**config.mk**
```make
export PLATFORM = sky130hd
export DESIGN_NAME = fir_filter_q15_saturating
export DESIGN_NICKNAME = d
export VERILOG_FILES = /design/src/sv/firq15_pkg.sv /design/src/sv/firq15_ctrl.sv /design/src/sv/firq15_dp.sv /design/src/sv/fir_filter_q15_saturating.sv
export SDC_FILE = /design/constraint.sdc
export NUM_CORES = 2
export LEC_CHECK = 0
export ABC_CLOCK_PERIOD_IN_PS = 11300
export BUFFER_PORTS_ARGS = -buffer_cell sky130_fd_sc_hd__buf_2
export CORE_AREA = 2 2 214 301
export CTS_CLUSTER_SIZE = 24
export DETAILED_ROUTE_END_ITERATION = 8
export DIE_AREA = 0 0 216 303
export PLACE_DENSITY = 0.77
export SYNTH_ARGS = -nofsm -noshare
export SYNTH_HDL_FRONTEND = slang
export SYNTH_SLANG_ARGS = --single-unit
```
**constraint.sdc**
```tcl
create_clock -name clk_i -period 11.3 [get_ports clk_i]
set_clock_uncertainty 0.2 [all_clocks]
set_input_delay 1.13 -clock clk_i [delete_from_list [all_inputs] [get_ports clk_i]]
set_output_delay 1.13 -clock clk_i [all_outputs]
set_load 0.005 [all_outputs]
```
**src/sv/firq15_pkg.sv**
```systemverilog
`default_nettype none

package firq15_pkg;

  localparam int SAMPLE_W  = 16;
  localparam int PROD_W    = 32;
  localparam int ACC_W     = 37;
  localparam int TAP_IDX_W = 4;
  localparam int TAP_CNT_W = 5;
  localparam int CFG_IDX_W = 3;
  localparam int CFG_W     = 64;
  localparam int COEF_WORDS = 4;

  localparam logic signed [ACC_W-1:0] ROUND_CONST = 37'sd16384;
  localparam logic signed [ACC_W-1:0] ACC_MAX     = 37'sd1073741823;
  localparam logic signed [ACC_W-1:0] ACC_MIN     = -37'sd1073741824;

  typedef enum logic [CFG_IDX_W-1:0] {
    REG_TAP_COUNT = 3'd0,
    REG_COEF_0    = 3'd1,
    REG_COEF_1    = 3'd2,
    REG_COEF_2    = 3'd3,
    REG_COEF_3    = 3'd4
  } cfg_reg_e;

  typedef enum logic [1:0] {
    S_IDLE,
    S_MAC,
    S_LAST,
    S_OUT
  } ctrl_state_e;

  typedef struct packed {
    logic                 load;
    logic                 mul;
    logic                 add;
    logic                 emit;
    logic [TAP_IDX_W-1:0] idx;
  } dp_cmd_t;

  typedef struct packed {
    logic [TAP_CNT_W-1:0] taps;
  } dp_status_t;

endpackage

`default_nettype wire

```
**src/sv/firq15_ctrl.sv**
```systemverilog
`default_nettype none

module firq15_ctrl (
  input  wire                    clk_i,
  input  wire                    rst_ni,
  input  wire                    in_valid_i,
  output logic                   in_stall_o,
  output logic                   out_valid_o,
  input  wire                    out_stall_i,
  input  firq15_pkg::dp_status_t status_i,
  output firq15_pkg::dp_cmd_t    cmd_o
);
  import firq15_pkg::*;

  ctrl_state_e          state_q, state_d;
  logic [TAP_IDX_W-1:0] cnt_q, cnt_d;
  logic                 out_valid_q, out_valid_d;
  logic                 out_free;
  logic                 last_tap;

  assign out_free = !out_valid_q || !out_stall_i;
  assign last_tap = ({1'b0, cnt_q} == (status_i.taps - 5'd1));

  always_comb begin
    state_d = state_q;
    case (state_q)
      S_IDLE: begin
        if (in_valid_i) begin
          state_d = (status_i.taps == '0) ? S_OUT : S_MAC;
        end
      end
      S_MAC: begin
        if (last_tap) begin
          state_d = S_LAST;
        end
      end
      S_LAST: state_d = S_OUT;
      S_OUT: begin
        if (out_free) begin
          state_d = S_IDLE;
        end
      end
      default: state_d = S_IDLE;
    endcase
  end

  always_comb begin
    cmd_o      = '0;
    cmd_o.idx  = cnt_q;
    cnt_d      = cnt_q;
    in_stall_o = 1'b1;
    case (state_q)
      S_IDLE: begin
        in_stall_o = 1'b0;
        cmd_o.load = in_valid_i;
        cnt_d      = '0;
      end
      S_MAC: begin
        cmd_o.mul = 1'b1;
        cmd_o.add = (cnt_q != '0);
        cnt_d     = cnt_q + 4'd1;
      end
      S_LAST: cmd_o.add = 1'b1;
      S_OUT:  cmd_o.emit = out_free;
      default: cmd_o = '0;
    endcase
    out_valid_d = cmd_o.emit | (out_valid_q & out_stall_i);
  end

  always_ff @(posedge clk_i or negedge rst_ni) begin
    if (!rst_ni) begin
      state_q     <= S_IDLE;
      cnt_q       <= '0;
      out_valid_q <= 1'b0;
    end else begin
      state_q     <= state_d;
      cnt_q       <= cnt_d;
      out_valid_q <= out_valid_d;
    end
  end

  assign out_valid_o = out_valid_q;

endmodule

`default_nettype wire

```
**src/sv/firq15_dp.sv**
```systemverilog
`default_nettype none

module firq15_dp #(
  parameter int TAPS = 16
) (
  input  wire                                      clk_i,
  input  wire                                      rst_ni,
  input  wire                                      cfg_valid_i,
  input  wire         [firq15_pkg::CFG_IDX_W-1:0]  cfg_index_i,
  input  wire         [firq15_pkg::CFG_W-1:0]      cfg_data_i,
  input  wire  signed [firq15_pkg::SAMPLE_W-1:0]   sample_in_i,
  input  wire                                      clear_history_i,
  input  firq15_pkg::dp_cmd_t                      cmd_i,
  output firq15_pkg::dp_status_t                   status_o,
  output logic signed [firq15_pkg::SAMPLE_W-1:0]   filtered_sample_o
);
  import firq15_pkg::*;

  localparam int IW = (TAPS > 1) ? $clog2(TAPS) : 1;

  logic [TAP_CNT_W-1:0]                  tap_count_q;
  logic [COEF_WORDS-1:0][CFG_W-1:0]      coef_q;
  logic signed [SAMPLE_W-1:0]            line_q [TAPS];
  logic signed [PROD_W-1:0]              prod_q;
  logic signed [ACC_W-1:0]               acc_q;
  logic signed [SAMPLE_W-1:0]            out_q;

  logic [CFG_W-1:0]                      coef_word;
  logic signed [SAMPLE_W-1:0]            coef_sel;
  logic signed [SAMPLE_W-1:0]            samp_sel;
  logic signed [ACC_W-1:0]               acc_sat;

  // config registers
  always_ff @(posedge clk_i or negedge rst_ni) begin
    if (!rst_ni) begin
      tap_count_q <= 5'd16;
      coef_q      <= '0;
    end else if (cfg_valid_i) begin
      case (cfg_reg_e'(cfg_index_i))
        REG_TAP_COUNT: tap_count_q <= cfg_data_i[TAP_CNT_W-1:0];
        REG_COEF_0:    coef_q[0]   <= cfg_data_i;
        REG_COEF_1:    coef_q[1]   <= cfg_data_i;
        REG_COEF_2:    coef_q[2]   <= cfg_data_i;
        REG_COEF_3:    coef_q[3]   <= cfg_data_i;
        default: ;
      endcase
    end
  end

  assign status_o.taps = (tap_count_q > TAP_CNT_W'(TAPS)) ? TAP_CNT_W'(TAPS) : tap_count_q;

  // tap line: entry 0 is the current sample, the rest is the history
  always_ff @(posedge clk_i or negedge rst_ni) begin
    if (!rst_ni) begin
      for (int k = 0; k < TAPS; k++) begin
        line_q[k] <= '0;
      end
    end else if (cmd_i.load) begin
      line_q[0] <= sample_in_i;
      if (clear_history_i) begin
        for (int k = 1; k < TAPS; k++) begin
          line_q[k] <= '0;
        end
      end
    end else if (cmd_i.emit) begin
      for (int k = 1; k < TAPS; k++) begin
        line_q[k] <= line_q[k-1];
      end
    end
  end

  assign coef_word = coef_q[cmd_i.idx[3:2]];
  assign coef_sel  = $signed(coef_word[{cmd_i.idx[1:0], 4'b0000} +: SAMPLE_W]);
  assign samp_sel  = line_q[cmd_i.idx[IW-1:0]];

  always_comb begin
    if (acc_q > ACC_MAX) begin
      acc_sat = ACC_MAX;
    end else if (acc_q < ACC_MIN) begin
      acc_sat = ACC_MIN;
    end else begin
      acc_sat = acc_q;
    end
  end

  always_ff @(posedge clk_i) begin
    if (cmd_i.mul) begin
      prod_q <= PROD_W'(coef_sel) * PROD_W'(samp_sel);
    end
    if (cmd_i.load) begin
      acc_q <= ROUND_CONST;
    end else if (cmd_i.add) begin
      acc_q <= acc_q + ACC_W'(prod_q);
    end
    if (cmd_i.emit) begin
      out_q <= acc_sat[30:15];
    end
  end

  assign filtered_sample_o = out_q;

endmodule

`default_nettype wire

```
**src/sv/fir_filter_q15_saturating.sv**
```systemverilog
// FIR filter, Q15, saturating.
// Input channel: in_valid_i / in_stall_o with sample_in_i and clear_history_i.
// A word is taken when valid is high and stall is low. clear_history_i zeroes
// the delay line before the sample is used.
// Output channel: out_valid_o / out_stall_i with filtered_sample_o, held in an
// output register, so a new sample is taken while a result still waits.
// Config: cfg_valid_i / cfg_ready_o, cfg_index_i, cfg_data_i. Index 0 is the
// tap count, 1..4 the packed coefficient words; other indexes are ignored.
// Write config only while idle.
// One shared 16x16 multiplier walks the active taps, one tap per cycle; each
// sample goes through S_MAC, S_LAST and S_OUT (straight to S_OUT with zero taps),
// and a new sample is taken only once the result is in the output register.
// Reset: tap count 16, coefficients and history zero, output empty.
// With the output stalled the result holds and the block waits before
// writing the next one; at most one more sample is in flight.
`default_nettype none

module fir_filter_q15_saturating #(
  parameter int TAPS = 16
) (
  input  wire                                      clk_i,
  input  wire                                      rst_ni,
  input  wire                                      cfg_valid_i,
  output logic                                     cfg_ready_o,
  input  wire         [firq15_pkg::CFG_IDX_W-1:0]  cfg_index_i,
  input  wire         [firq15_pkg::CFG_W-1:0]      cfg_data_i,
  input  wire                                      in_valid_i,
  output logic                                     in_stall_o,
  input  wire  signed [firq15_pkg::SAMPLE_W-1:0]   sample_in_i,
  input  wire                                      clear_history_i,
  output logic                                     out_valid_o,
  input  wire                                      out_stall_i,
  output logic signed [firq15_pkg::SAMPLE_W-1:0]   filtered_sample_o
);
  import firq15_pkg::*;

  dp_cmd_t    cmd;
  dp_status_t status;

  assign cfg_ready_o = 1'b1;

  firq15_ctrl u_ctrl (
    .clk_i       (clk_i),
    .rst_ni      (rst_ni),
    .in_valid_i  (in_valid_i),
    .in_stall_o  (in_stall_o),
    .out_valid_o (out_valid_o),
    .out_stall_i (out_stall_i),
    .status_i    (status),
    .cmd_o       (cmd)
  );

  firq15_dp #(
    .TAPS (TAPS)
  ) u_dp (
    .clk_i             (clk_i),
    .rst_ni            (rst_ni),
    .cfg_valid_i       (cfg_valid_i),
    .cfg_index_i       (cfg_index_i),
    .cfg_data_i        (cfg_data_i),
    .sample_in_i       (sample_in_i),
    .clear_history_i   (clear_history_i),
    .cmd_i             (cmd),
    .status_o          (status),
    .filtered_sample_o (filtered_sample_o)
  );

endmodule

`default_nettype wire

```
Word-level counts from Yosys, hierarchy flattened
Index checks and enable logic that the tools add are counted.
Word-level totals
  word-level logic and storage cells: 89
  bits of input ports: 89
  output and inout port bits: 19
  register bits after elaboration: 609
Cells by class
  reduce and logical (&&, ||, !) cells: 16
  bitwise gates (word level): 3
  multipliers: 1
  magnitude comparators: 5
  add/sub/neg operators: 3
  muxes and demuxes: 21
  shift-type cells: 1
  equality and inequality tests: 12
Operators by type and width (number)
  $mux W240: 3
  $bmux W64 S2: 1
  $bmux W16 S4: 1
  $mux W64: 1
  $shiftx A64 B7 Y16: 1
  $add A37 B32 Y37: 1
  $gt A37 B31 Y1 const B: 1
  $lt A37 B31 Y1 const B: 1
  $mul A16 B16 Y32: 1
  $mux W16: 2
  $mux W31: 1
  $reduce_and A2 Y1: 6
  $mux W2: 4
  $pmux W2 S4: 1
  $pmux W4 S2: 1
  $eq A3 B2 Y1 const B: 2
  $eq A4 B5 Y1: 1
  $ge A5 B5 Y1 const B: 1
  $gt A5 B5 Y1 const B: 1
  $logic_not A5 Y1: 1
  $mux W5: 1
  $not A4 Y5: 1
  $sub A5 B1 Y5 const B: 1
  $add A4 B1 Y4 const B: 1
  18 further kinds: 26

Depth between registers and ports, before layout
  depth in word-level cells: 6
  mapped depth: 33

Cells and area by module
A second synthesis with hierarchy kept.
Second synthesis, totals
  cell total of the unflattened synthesis: 3065
  area, all modules: 37699.9 µm²
Modules (own cells, without submodules)
  firq15_dp: cells each 3001, times used 1, area each 37131.9 µm²
  firq15_ctrl: cells each 62, times used 1, area each 556.8 µm²
  fir_filter_q15_saturating: cells each 2, times used 1, area each 11.3 µm²

Worst setup path before layout
No wires, ideal clock.
  path kind: reg-to-reg
  start: reg u_ctrl.cnt_q[0]
  end: reg u_dp.prod_q[31], data pin
  path buffers: 4
  required time: 10.840 ns
  stages on the path, launching flop included: 31
  path slack: 3.181 ns
  arrival time: 7.659 ns
  setup time: 0.260 ns
  clock period less this slack: 8.119 ns
  cells stage by stage: dfrtp_1 clkbuf_1 buf_2 buf_2 mux4_2 mux2i_1 nand2_1 o21ai_1 clkbuf_1 nor2_1 fa_1 inv_1 fa_1 fa_1 inv_1 ha_1 fa_1 inv_1 fa_1 inv_1 ha_1 a2111oi_2 o21ai_1 a31oi_1 o21ai_2 a31oi_1 o31a_1 a21oi_1 a21o_1 a311o_1 xnor2_1
On the way
  cells in the longest elaborated chain, start to end: 5
  elaborated cells between the ends (all ways): 6
  those cells by class: mul (1); shift (1); mux (3); bitwise (1)
Ends and longest elaborated chain
  start, declared: RTL line firq15_ctrl.sv:16  | logic [TAP_IDX_W-1:0] cnt_q, cnt_d;
  start signal, assigned: RTL line firq15_ctrl.sv:77  | cnt_q <= cnt_d;
  branches (longest 4 deep; another with $shiftx A64 B7 Y16)
  $mul A16 B16 Y32 *: RTL line firq15_dp.sv:88  | prod_q <= PROD_W'(coef_sel) * PROD_W'(samp_sel);
  end signal, assigned: RTL line firq15_dp.sv:88
  end, declared: RTL line firq15_dp.sv:24  | logic signed [PROD_W-1:0] prod_q;
Every way passes the cells marked *. The select of a mux whose other input is x is not followed.
A chain may end at the register's enable or synchronous reset.

Worst setup path after layout
  start: reg u_ctrl.cnt_q[2]
  end: reg u_dp.prod_q[28], data pin
On the way
  cells in the longest elaborated chain, start to end: 5
  elaborated cells between the ends (all ways): 8
  those cells by class: mul (1); shift (1); mux (5); bitwise (1)
Ends and longest elaborated chain (RTL line)
  branches (longest 4 deep; another with $bmux W64 S2)
  $mul A16 B16 Y32 *: firq15_dp.sv:88
Marked as above.

==> results.json <==
{
  "fin_crit_ns": 9.22,
  "hold_buffers": 0,
  "synthArstFlopShare_pct": 86.0,
  "synth_top_area_cell": "dfrtp_1",
  "drt-initial-drc-count": 1720,
  "r2r_cells": 27,
  "synthTopCellsByArea": "dfrtp_1, fa_1, mux4_2, mux2_2, a22o_1",
  "postSynthAreaPerCell_sq_um": 12.0,
  "grt_start_max_net_pins": 175,
  "cts.sinks": 609,
  "r2r-end": "u_dp.prod_q[28]",
  "routed_wl_um": 86200,
  "dr.pass1.iters": 5,
  "dieArea_sq_um": 65400,
  "antenna_found_initial": 13,
  "cts_buffers": 56,
  "synth_edf_count": 48,
  "cp-start-kind": "flop",
  "hold_class": "reg -> reg",
  "die_h_um": 303,
  "critPathLaunch": "u_ctrl.cnt_q[2]",
  "hold_viol_final": 0,
  "fmax_mhz": 108,
  "synthTopCellsByCount": "dfrtp_1, inv_1, mux2_2",
  "crit_arrival_ns": 9.38,
  "grt_overflow": 0,
  "grt_pass1_vias": 26900,
  "finalCritPeriodShare_pct": 81.6,
  "cts.clk_slew.worst_paths_ns": 0.06,
  "num-fill-cells": 4647,
  "root_buffer": "clkbuf_16",
  "ff2ff_setup_slack_ns": 2.08,
  "setup_viol": 0,
  "grt_pass1_wl_um": 142000,
  "insertion_delay_ns": 0.65,
  "initial_core_util_pct": 59.6,
  "syn_area_sq_um": 37400,
  "cp_max_fo": 45,
  "regToRegStartpoint": "u_ctrl.cnt_q[2]",
  "dp_hpwl_um": 59600,
  "synthCells": 3113,
  "seq_area_frac_synth_pct": 40.9,
  "die_x_um": 216,
  "synth_top_area_share_pct": 35.0,
  "grt_usage_pct": 27.2,
  "gp_congestion": 0.903,
  "drc": 0,
  "crit_type": "reg -> reg",
  "final_antenna_net_count": 0,
  "maxSlewViolCount": 0,
  "cts_tree": "built",
  "clock_path_buffers": 3,
  "via_count": 24500,
  "status": "finished, final reports clean",
  "setup_tns_ns": 0,
  "synth-main-ff-cell": "dfrtp_1",
  "min_from": "u_dp.acc_q[13]",
  "yosys_warnings": 0,
  "layout.nets": 3629,
  "port_buffers": 106,
  "wl_per_cell_um": 21.4,
  "rsz0062_at_grt": "false",
  "cts_resized": 0,
  "yosysMostFrequentCell": "dfrtp_1",
  "ys_ff_latch": 609,
  "worstPathRequired_ns": 11.46,
  "viasPerCell": 6.09,
  "syn2layout_area_growth_pct": 8.67,
  "end_kind": "flop",
  "maxCapViolations": 0,
  "ioPinCount": 108,
  "syn_nets": 3591,
  "postCtsSetupBuffers": 0,
  "setup.worst_path.end": "u_dp.prod_q[28]",
  "clock_tree.htree_level_count": 2,
  "drive_gt1_share_pct": 21.5,
  "relSlewSlack_pct": 19.1,
  "worstMarginPinSlew_ns": 1.21,
  "synth.distinct_cells": 70,
  "fp-row-count": 109,
  "core_area_sq_um": 62700
}
[critical path: stages, from the launching register on]
cell and delay, ns:
dfrtp_4 1.02, buf_4 0.43, mux4_2 0.55, nand2_1 0.09, nand2_1 0.09, o21ai_1 0.89
nor2_1 0.18, fa_1 0.55, inv_1 0.05, fa_1 0.55, inv_1 0.06, fa_1 0.48
fa_1 0.45, fa_1 0.51, inv_1 0.05, fa_1 0.47, inv_1 0.04, ha_1 0.32
and4_1 0.25, and3_1 0.19, a211oi_1 0.28, a21oi_1 0.11, a21oi_1 0.28, o21a_1 0.21
a21oi_1 0.11, a21o_1 0.19, a21oi_1 0.19, xnor2_1 0.09
[area by class of cell]
class | count | area, sq um | share of cell area [%]
clock inverter | 19 | 243 | 0.598
timing repair buffer | 152 | 911 | 2.24
clock buffer | 83 | 1640 | 4.05
multi-input combinational | 1993 | 20200 | 49.7
inverter | 339 | 1270 | 3.13
tap | 832 | 1040 | 2.56
sequential | 609 | 15300 | 37.7
antenna | 6 | 15.0 | 0.0370
[state kept, by name, indices dropped and copies added (netlist names)]
signal	count
u_dp.coef_q	256
u_dp.line_q	256
u_dp.acc_q	37
u_dp.prod_q	32
u_dp.filtered_sample_o	16
u_dp.tap_count_q	5
u_ctrl.cnt_q	4
u_ctrl.state_q	2
u_ctrl.out_valid_o	1
[stage by stage]
stage	std cells	utilization (%)	cell area, sq um	worst slack (ns)	hold slack [ns]
after global routing	4031	64.7	40600	1.63	0.286
after global placement	3925	61.7	38700	2.32	0.243
after CTS	4027	64.7	40600	2.13	0.261
final	4033	64.7	40600	2.08	0.260
after detailed placement	3925	61.7	38700	2.15	0.252
after floorplan	3113	-	37400	3.18	0.236
[worst min-delay path by stage]
stage	slack [ns]	cells past startpoint	end
finish	0.26	2	u_dp.acc_q[13]
CTS	0.26	2	u_dp.acc_q[13]
detailed placement	0.25	2	u_dp.acc_q[13]
floorplan	0.24	2	u_dp.acc_q[12]
global placement	0.24	2	u_dp.acc_q[2]
global route	0.29	2	u_dp.acc_q[13]
[layout by cell type (no fill, tap or decap), types with 57 or more instances in the layout]
| cell | n |
|---|---|
| mux4_2 | 136 |
| mux2_2 | 271 |
| clkbuf_16 | 57 |
| buf_2 | 105 |
| a22o_1 | 240 |
| nor2_1 | 206 |
| nand2_1 | 247 |
| dfrtp_1 | 519 |
| a21oi_1 | 78 |
| fa_1 | 263 |
| ha_1 | 125 |
| inv_1 | 337 |
[metal layers]
metal / wire, um / GRT usage, % / up-vias / share of wire [%]
li1: - / - / 10800 / -
met1: 34100 / 33.5 / 12800 / 40
met2: 44300 / 48.1 / 663 / 51
met3: 4290 / 4.47 / 215 / 5.0
met4: 3350 / 11.0 / 14 / 3.9
met5: 84 / 0 / - / 0.097
[cell families (layout without fill, tap and decap cells)]
logic type	count (synthesis)	after routing	share of synthesized area [%]
other	1	7	0.0100
flip-flops	609	609	40.9
multiplexers	421	421	16.7
AND/OR/NAND/NOR	614	614	7.17
XOR/XNOR	63	63	1.48
AO/OA/AOI/OAI	505	505	10.1
buffers and inverters	511	593	5.26
adder cells (fa/ha/maj)	389	389	18.3
Power is not shown: default switching activity piles up to over one toggle a cycle in this logic, so the estimate is an artifact.
